### config.mk
export PLATFORM = sky130hd
export DESIGN_NAME = first_match_packet_rule_classifier
export DESIGN_NICKNAME = d
export VERILOG_FILES = /design/src/sv/fmprc_pkg.sv /design/src/sv/fmprc_cell.sv /design/src/sv/first_match_packet_rule_classifier.sv
export VERILOG_INCLUDE_DIRS = /design/src /design/src/sv
export SDC_FILE = /design/constraint.sdc
export NUM_CORES = 2
export LEC_CHECK = 0
export BUFFER_PORTS_ARGS = -buffer_cell sky130_fd_sc_hd__buf_4
export CAP_MARGIN = 20
export CELL_PAD_IN_SITES_DETAIL_PLACEMENT = 1
export CELL_PAD_IN_SITES_GLOBAL_PLACEMENT = 2
export CORE_ASPECT_RATIO = 0.8
export CORE_MARGIN = 4
export CORE_UTILIZATION = 45
export CTS_CLUSTER_DIAMETER = 120
export DETAILED_ROUTE_END_ITERATION = 8
export HOLD_SLACK_MARGIN = 0.08
export PLACE_DENSITY_LB_ADDON = 0.2
export SYNTH_ARGS = -nofsm -noshare
export SYNTH_HDL_FRONTEND = slang
export SYNTH_SLANG_ARGS = --single-unit
### constraint.sdc
create_clock -name clk_i -period 23.9 [get_ports clk_i]
set_input_delay 3.585 -clock clk_i [delete_from_list [all_inputs] [get_ports clk_i]]
set_output_delay 3.585 -clock clk_i [all_outputs]
set_load 0.02 [all_outputs]
### src/sv/first_match_packet_rule_classifier_assert.svh
// assertion macros for the first-match packet rule classifier
`ifndef FIRST_MATCH_PACKET_RULE_CLASSIFIER_ASSERT_SVH
`define FIRST_MATCH_PACKET_RULE_CLASSIFIER_ASSERT_SVH
`ifndef SYNTHESIS
// condition holds at every clock edge out of reset
`define FMPRC_ASSERT_ALWAYS(lbl, clk, rst_n, cond) \
  lbl: assert property (@(posedge clk) disable iff (!rst_n) (cond)) \
    else $error("assertion failed");
// consequent holds in the cycle after the antecedent
`define FMPRC_ASSERT_NEXT(lbl, clk, rst_n, ante, cons) \
  lbl: assert property (@(posedge clk) disable iff (!rst_n) (ante) |=> (cons)) \
    else $error("assertion failed");
`else
`define FMPRC_ASSERT_ALWAYS(lbl, clk, rst_n, cond)
`define FMPRC_ASSERT_NEXT(lbl, clk, rst_n, ante, cons)
`endif
`endif

### src/sv/fmprc_pkg.sv
// shared types, codes and match functions of the packet rule classifier
`timescale 1ns / 1ps
package fmprc_pkg;

  localparam int MaxRulesDef = 16;

  localparam logic [16:0] PortAny  = 17'h1FFFF;
  localparam logic [1:0]  ProtoAny = 2'd2;
  localparam logic [10:0] DayLast  = 11'd1439;
  localparam logic [5:0]  PrefixMax = 6'd32;

  typedef enum logic [1:0] {
    FUNC_CLASSIFY = 2'd0,
    FUNC_ADD      = 2'd1,
    FUNC_REMOVE   = 2'd2
  } func_e;

  typedef enum logic [1:0] {
    ST_OK        = 2'd0,
    ST_BAD_INDEX = 2'd1,
    ST_FULL      = 2'd2
  } status_e;

  typedef enum logic {
    S_IDLE = 1'b0,
    S_SCAN = 1'b1
  } state_e;

  typedef struct packed {
    logic [31:0] src_addr;
    logic [5:0]  src_len;
    logic [31:0] dst_addr;
    logic [5:0]  dst_len;
    logic [16:0] sport;
    logic [16:0] dport;
    logic [1:0]  proto;
    logic [10:0] win_start;
    logic [10:0] win_end;
    logic        allow;
  } rule_t;

  typedef struct packed {
    logic [31:0] src_ip;
    logic [31:0] dst_ip;
    logic [16:0] sport;
    logic [16:0] dport;
    logic [1:0]  proto;
    logic [10:0] now;
  } pkt_t;

  // search token handed from cell to cell
  typedef struct packed {
    logic       valid;
    logic       found;
    logic       allow;
    logic [3:0] idx;
  } tok_t;

  // per-cell control from the sequencer
  typedef struct packed {
    logic load_new;
    logic load_next;
    logic active;
  } cell_ctl_t;

  function automatic logic prefix_hit(logic [31:0] addr, logic [31:0] base,
                                      logic [5:0] len);
    logic [31:0] mask;
    mask = ~(32'hFFFF_FFFF >> len);
    if (len == 6'd0) begin
      return 1'b1;
    end else if (len > PrefixMax) begin
      return 1'b0;
    end
    return ((addr ^ base) & mask) == 32'd0;
  endfunction

  function automatic logic rule_hit(rule_t r, pkt_t p);
    logic src_ok, dst_ok, sp_ok, dp_ok, pr_ok, tm_ok;
    src_ok = prefix_hit(p.src_ip, r.src_addr, r.src_len);
    dst_ok = prefix_hit(p.dst_ip, r.dst_addr, r.dst_len);
    sp_ok  = (r.sport == PortAny) || (r.sport == p.sport);
    dp_ok  = (r.dport == PortAny) || (r.dport == p.dport);
    pr_ok  = (r.proto == ProtoAny) || (r.proto == p.proto);
    tm_ok  = ((r.win_start == 11'd0) && (r.win_end >= DayLast)) ||
             ((p.now >= r.win_start) && (p.now <= r.win_end));
    return src_ok && dst_ok && sp_ok && dp_ok && pr_ok && tm_ok;
  endfunction

endpackage

### src/sv/fmprc_cell.sv
// one rule cell: holds a rule, shifts on remove, checks the passing token
`timescale 1ns / 1ps
module fmprc_cell import fmprc_pkg::*; #(
  parameter int CELL_IDX = 0
) (
  input  logic      clk_i,
  input  logic      rst_ni,
  input  cell_ctl_t ctl_i,
  input  rule_t     new_rule_i,
  input  rule_t     next_rule_i,
  input  pkt_t      pkt_i,
  input  tok_t      tok_i,
  output rule_t     rule_o,
  output tok_t      tok_o
);

  rule_t rule_q, rule_d;
  tok_t  tok_q, tok_d;
  logic  hit;

  // rule storage: append or pull from the neighbor below
  always_comb begin
    rule_d = rule_q;
    if (ctl_i.load_new) begin
      rule_d = new_rule_i;
    end else if (ctl_i.load_next) begin
      rule_d = next_rule_i;
    end
  end

  always_ff @(posedge clk_i) begin
    rule_q <= rule_d;
  end

  // first match wins: an earlier hit passes through untouched
  assign hit = ctl_i.active && rule_hit(rule_q, pkt_i);

  always_comb begin
    tok_d = tok_i;
    if (!tok_i.found && hit) begin
      tok_d.found = 1'b1;
      tok_d.allow = rule_q.allow;
      tok_d.idx   = 4'(CELL_IDX);
    end
  end

  always_ff @(posedge clk_i or negedge rst_ni) begin
    if (!rst_ni) begin
      tok_q <= '0;
    end else begin
      tok_q <= tok_d;
    end
  end

  assign rule_o = rule_q;
  assign tok_o  = tok_q;

endmodule

### src/sv/first_match_packet_rule_classifier.sv
// top level of the first-match packet rule classifier
//
// Input channel in_valid_i / in_ready_o moves one word (func_i plus rule or
// packet fields). Output channel out_valid_o / out_ready_i moves one result
// word per input word.
// Rules live in a row of MAX_RULES cells in table order. Add writes the cell
// at the current count, remove makes every cell from the index on but the
// last load the rule of its lower neighbor; the result is registered and
// appears in the cycle after the input word is taken.
// Classify sends a search token down the row, one cell per cycle; the token
// keeps the first hit. The word passes the start register, the token
// register of each cell in turn and then the output register. Input is taken
// one word at a time: no word is taken while a classify scans the row.
// A new word is taken while the sequencer is idle and the output register
// is empty or is being read in the same cycle; while the receiver stalls, a
// waiting result holds the input off. Reset empties the table (count zero)
// and the output register; rule contents are not cleared.
`timescale 1ns / 1ps
`include "first_match_packet_rule_classifier_assert.svh"
module first_match_packet_rule_classifier import fmprc_pkg::*; #(
  parameter int MAX_RULES = MaxRulesDef
) (
  input  logic               clk_i,
  input  logic               rst_ni,
  input  logic               in_valid_i,
  output logic               in_ready_o,
  input  logic [1:0]         func_i,
  input  logic [31:0]        src_ip_i,
  input  logic [31:0]        dst_ip_i,
  input  logic signed [16:0] src_port_i,
  input  logic signed [16:0] dst_port_i,
  input  logic [1:0]         proto_i,
  input  logic [5:0]         src_prefix_len_i,
  input  logic [5:0]         dst_prefix_len_i,
  input  logic [10:0]        time_lo_i,
  input  logic [10:0]        time_hi_i,
  input  logic               allow_action_i,
  input  logic [3:0]         rule_index_i,
  output logic               out_valid_o,
  input  logic               out_ready_i,
  output logic               allowed_o,
  output logic               matched_o,
  output logic [3:0]         match_index_o,
  output logic [1:0]         status_o
);

  localparam int CNT_W = $clog2(MAX_RULES + 1);
  localparam int CMP_W = (CNT_W > 4) ? CNT_W : 4;
  localparam logic [CNT_W-1:0] CntMax = CNT_W'(MAX_RULES);

  state_e           state_q, state_d;
  logic [CNT_W-1:0] count_q, count_d;
  logic             start_q, start_d;
  pkt_t             pkt_q;
  rule_t            new_rule;
  logic             in_fire, add_go, rm_go;
  logic [CMP_W-1:0] rm_idx, cnt_ext;

  logic             out_valid_q, out_valid_d;
  logic             allowed_q, allowed_d, matched_q, matched_d;
  logic [3:0]       idx_q, idx_d;
  logic [1:0]       status_q, status_d;
  logic             res_load;

  rule_t     cell_rule [MAX_RULES];
  tok_t      tok       [MAX_RULES+1];
  cell_ctl_t cell_ctl  [MAX_RULES];

  assign in_ready_o = (state_q == S_IDLE) && (!out_valid_q || out_ready_i);
  assign in_fire    = in_valid_i && in_ready_o;

  assign rm_idx  = CMP_W'(rule_index_i);
  assign cnt_ext = CMP_W'(count_q);
  assign add_go  = in_fire && (func_i == FUNC_ADD) && (count_q < CntMax);
  assign rm_go   = in_fire && (func_i == FUNC_REMOVE) && (rm_idx < cnt_ext);

  // rule word built from the input fields
  always_comb begin
    new_rule.src_addr  = src_ip_i;
    new_rule.src_len   = src_prefix_len_i;
    new_rule.dst_addr  = dst_ip_i;
    new_rule.dst_len   = dst_prefix_len_i;
    new_rule.sport     = src_port_i;
    new_rule.dport     = dst_port_i;
    new_rule.proto     = proto_i;
    new_rule.win_start = time_lo_i;
    new_rule.win_end   = time_hi_i;
    new_rule.allow     = allow_action_i;
  end

  // packet held steady while the token walks the row
  always_ff @(posedge clk_i) begin
    if (in_fire) begin
      pkt_q.src_ip <= src_ip_i;
      pkt_q.dst_ip <= dst_ip_i;
      pkt_q.sport  <= src_port_i;
      pkt_q.dport  <= dst_port_i;
      pkt_q.proto  <= proto_i;
      pkt_q.now    <= time_lo_i;
    end
  end

  assign tok[0] = '{valid: start_q, found: 1'b0, allow: 1'b0, idx: 4'd0};

  // the cell row
  for (genvar i = 0; i < MAX_RULES; i++) begin : g_cell
    rule_t next_rule;

    assign cell_ctl[i].load_new  = add_go && (count_q == CNT_W'(i));
    assign cell_ctl[i].load_next = rm_go && (CMP_W'(i) >= rm_idx) &&
                                   (i + 1 < MAX_RULES);
    assign cell_ctl[i].active    = count_q > CNT_W'(i);

    if (i + 1 < MAX_RULES) begin : g_next
      assign next_rule = cell_rule[i+1];
    end else begin : g_last
      assign next_rule = cell_rule[i];
    end

    fmprc_cell #(
      .CELL_IDX(i)
    ) u_cell (
      .clk_i      (clk_i),
      .rst_ni     (rst_ni),
      .ctl_i      (cell_ctl[i]),
      .new_rule_i (new_rule),
      .next_rule_i(next_rule),
      .pkt_i      (pkt_q),
      .tok_i      (tok[i]),
      .rule_o     (cell_rule[i]),
      .tok_o      (tok[i+1])
    );
  end

  // sequencer, count and result selection
  always_comb begin
    state_d     = state_q;
    count_d     = count_q;
    start_d     = 1'b0;
    res_load    = 1'b0;
    allowed_d   = 1'b0;
    matched_d   = 1'b0;
    idx_d       = 4'd0;
    status_d    = ST_OK;
    unique case (state_q)
      S_IDLE: begin
        if (in_fire) begin
          unique case (func_i)
            FUNC_CLASSIFY: begin
              state_d = S_SCAN;
              start_d = 1'b1;
            end
            FUNC_ADD: begin
              res_load = 1'b1;
              if (add_go) begin
                count_d = count_q + CNT_W'(1);
              end else begin
                status_d = ST_FULL;
              end
            end
            FUNC_REMOVE: begin
              res_load = 1'b1;
              if (rm_go) begin
                count_d = count_q - CNT_W'(1);
              end else begin
                status_d = ST_BAD_INDEX;
              end
            end
            default: begin
              res_load = 1'b1;
            end
          endcase
        end
      end
      S_SCAN: begin
        if (tok[MAX_RULES].valid) begin
          state_d   = S_IDLE;
          res_load  = 1'b1;
          matched_d = tok[MAX_RULES].found;
          allowed_d = tok[MAX_RULES].found && tok[MAX_RULES].allow;
          idx_d     = tok[MAX_RULES].found ? tok[MAX_RULES].idx : 4'd0;
        end
      end
      default: begin
        state_d = S_IDLE;
      end
    endcase
  end

  always_comb begin
    out_valid_d = out_valid_q;
    if (res_load) begin
      out_valid_d = 1'b1;
    end else if (out_ready_i) begin
      out_valid_d = 1'b0;
    end
  end

  always_ff @(posedge clk_i or negedge rst_ni) begin
    if (!rst_ni) begin
      state_q     <= S_IDLE;
      count_q     <= '0;
      start_q     <= 1'b0;
      out_valid_q <= 1'b0;
    end else begin
      state_q     <= state_d;
      count_q     <= count_d;
      start_q     <= start_d;
      out_valid_q <= out_valid_d;
    end
  end

  // output register payload
  always_ff @(posedge clk_i) begin
    if (res_load) begin
      allowed_q <= allowed_d;
      matched_q <= matched_d;
      idx_q     <= idx_d;
      status_q  <= status_d;
    end
  end

  assign out_valid_o   = out_valid_q;
  assign allowed_o     = allowed_q;
  assign matched_o     = matched_q;
  assign match_index_o = idx_q;
  assign status_o      = status_q;

  // checks
  `FMPRC_ASSERT_ALWAYS(a_count_bound, clk_i, rst_ni, count_q <= CntMax)
  `FMPRC_ASSERT_ALWAYS(a_scan_out_empty, clk_i, rst_ni,
                       !(state_q == S_SCAN) || !out_valid_q)
  `FMPRC_ASSERT_ALWAYS(a_token_in_scan, clk_i, rst_ni,
                       !tok[MAX_RULES].valid || (state_q == S_SCAN))
  `FMPRC_ASSERT_NEXT(a_add_counts, clk_i, rst_ni, add_go,
                     (count_q == $past(count_q) + CNT_W'(1)) && out_valid_q)

endmodule
==> flow_summary.ini <==
[run_status]
status = completed

[detailed_routing]
drt-initial-drc-count = 10400
wl_per_cell_um = 34.9
drtPass1Iterations = 6
via_per_inst = 6.33
wl_mm = 537
vias = 97400
drcViolationCount = 0
postRouteAntennaNets = 0

[clocking]
cts.hold.buffers_added = 0
ctsRootBufferMaster = clkbuf_16
cts_max_path_buffers = 4
cts_tree = built
htreeDepth = 5
cts.sinks = 2384
clk_latency_ns = 0.88
cts_resized = 0
clk_pin_slew_ns = 0.06
cts_setup_buffers = 0
cts_made_buffers = 277

[synth]
synth_ff_type = edfxtp_1
synth_cell_types = 89
synth.area.top_cells = edfxtp_1 (50%), mux2_2 (15%), xor2_1 (5.1%), xnor2_1 (5.0%), ha_1 (3.3%)
synth_nets = 11800
ys_seq_elements = 2384
synth_edf_count = 2279
yosysSeqAreaShare = 0.521
netlist.area_leader.share = 0.501
syn_area_um2 = 137000
async_flop_share = 0.0440
yosys.area.top_type = edfxtp_1
avgSynthCellArea_um2 = 12.1
synth_warnings = 0
synth_cells = 11300

[setup_path]
critPathRequiredTime_ns = 24.39
r2r_setup_slack_ns = 17.94
r2r-start = state_q
cp_max_fo = 65
crit_path_frequent_cell = buf_4
reg2reg_depth = 12
critPathBufInv = 4
cp_cell_sequence = buf_4, nand2b_1, and2_1, nand2_1, inv_6, nand2_1, nor2_1, nand3_1, nor2_1, nand2_4, o21ai_4, buf_4, buf_4
crit_start = out_ready_i
cp.arrival_ns = 8.80
slowest_stage = buf_4
crit_type = in -> reg
slowest_delay_ns = 0.88
start_kind = primary input
critPathCaptureType = register
crit_family = simple AND/OR/NAND/NOR gates
reg2reg_to = g_cell[12].u_cell.rule_o[73]

[layout]
area_delta_synth_final_pct = 10.6
final_cell_mix = edfxtp_1 (2279), mux2_2 (1790), xor2_1 (794), xnor2_1 (779), o21ai_0 (655)
final_nets = 11600
drive_above_1_share = 0.236
fill_cells = 30500
final_common_cell = edfxtp_1

[floorplan]
die_h_um = 501
core-area_um2 = 301000
die_x_um = 624
start_util = 0.453
fp-row-count = 180
io_pins = 155
die-area_um2 = 312000

[timing]
worst_pin_slew_ns = 1.20
fmax_mhz = 120
period_share = 0.348
skew_ns = 0.0524
setup_viol = 0
period_needed_ns = 8.31
rsz0062_at_grt = no
setup_tns_ns = 0
hold_viol_final = 0
slew_violations = 0
slew-limit-headroom = 0.198
hold_slack_ns = 0.348

[grt]
antenna_found_initial = 62
gr-total-overflow = 0
grt_max_degree = 163
met3_usage = 0.0540
grt_pass1_vias = 99800
grt_pass1_wl_mm = 756
grt_usage = 0.335
grtUsageMet2 = 0.505
grtUsageMet1 = 0.476
grt_busiest_layer = met2

[run]
maxCapViolCount = 0

[min_path]
min_to = g_cell[0].u_cell.tok_o[6]
worstHoldPathCells = 0
min-delay-start = start_q
worst_hold_path_type = reg -> reg

[power]
ir_drop_mv = 0.0583
power_density_nw_per_um2 = 59.4
p_leak_uw = 0.0514

[placed_design]
port_buffers = 154
place_congestion = 1.02
hpwl_mm = 395
==> through the flow <==
step	instance area (µm²)	std cells	utilization	total power [µW]	setup WS, ns
2_1_floorplan	137000	11300	-	4630	3.02
3_3_place_gp	142000	14800	0.470	4750	14.94
3_5_place_dp	142000	14800	0.471	4760	14.82
4_1_cts	151000	15300	0.500	9030	15.76
5_1_grt	151000	15400	0.501	9210	15.34
6_report	151000	15400	0.501	8970	15.59
==> layer usage <==
layer	vias to the layer above	share of wire
met5	-	0.000024
met4	2	0.051
met3	966	0.081
met2	4436	0.44
met1	50300	0.43
li1	41800	-
==> worst max-delay path by stage <==
| stage | to | slack (ns) | cells past startpoint |
|---|---|---|---|
| 2_1_floorplan | g_cell[1].u_cell.rule_o[0] | 3.02 | 7 |
| 3_3_place_gp | g_cell[12].u_cell.rule_o[79] | 14.94 | 13 |
| 3_5_place_dp | g_cell[12].u_cell.rule_o[79] | 14.82 | 13 |
| 4_1_cts | g_cell[12].u_cell.rule_o[68] | 15.76 | 13 |
| 5_1_grt | g_cell[12].u_cell.rule_o[68] | 15.34 | 13 |
| 6_report | g_cell[12].u_cell.rule_o[73] | 15.59 | 13 |
==> cells by family (layout without fill, tap and decap cells) <==
kind of cell,after synthesis,count (layout),synth area share
adder cells (fa/ha/maj),379,379,0.0344
flip-flops,2384,2384,0.521
AO/OA/AOI/OAI,1946,1946,0.0877
other,0,71,0
buffers and inverters,1243,1305,0.0344
multiplexers,1793,1793,0.148
AND/OR/NAND/NOR,1945,1945,0.0739
XOR/XNOR,1573,1573,0.101
==> registers in the layout, indices dropped and copies added (netlist names) <==
signal / cells
allowed_o: 1
cnt_ext: 5
g_cell.u_cell.rule_o: 2160
g_cell.u_cell.tok_o: 97
match_index_o: 4
matched_o: 1
out_valid_o: 1
pkt_q: 111
start_q: 1
state_q: 1
status_o: 2
==> cell type report <==
class,count,area [µm²],area share
clock buffer,370,7710,0.0511
clock inverter,112,1170,0.00773
inverter,437,1650,0.0109
antenna,71,178,0.00118
sequential,2384,71100,0.471
multi-input combinational,7636,61100,0.405
timing repair buffer,386,3090,0.0205
tap,4004,5010,0.0332
==> power breakdown <==
group,internal (µW),leakage (µW),switching (µW),total (µW)
registers,4510,0.0219,0.00000000000000561,4510
logic,20.4,0.0252,141,162
clock network,2520,0.00431,1770,4300
==> Yosys cell counts (78+ instances only) <==
master	instances
edfxtp_1	2279
nand3_1	166
a21oi_1	478
a21o_1	78
xor2_1	794
dfrtp_1	105
nand4_1	246
nand2_1	526
nor3_1	142
clkbuf_1	731
ha_1	363
mux2_2	1790
o22ai_1	89
xnor2_1	779
o21ai_0	665
nor2_1	252
nor4_1	213
inv_1	434
==> worst register-to-register path: stages (launching register included) <==
cell	delay, ns
dfrtp_1	0.39
inv_1	0.17
and2_1	0.19
nand2_1	0.19
inv_6	0.42
nand2_1	0.31
nor2_1	0.30
nand3_1	0.31
nor2_1	0.42
nand2_4	0.49
o21ai_4	0.72
buf_4	0.89
buf_4	0.71
Note: power is estimated with default switching activity, not from simulation.
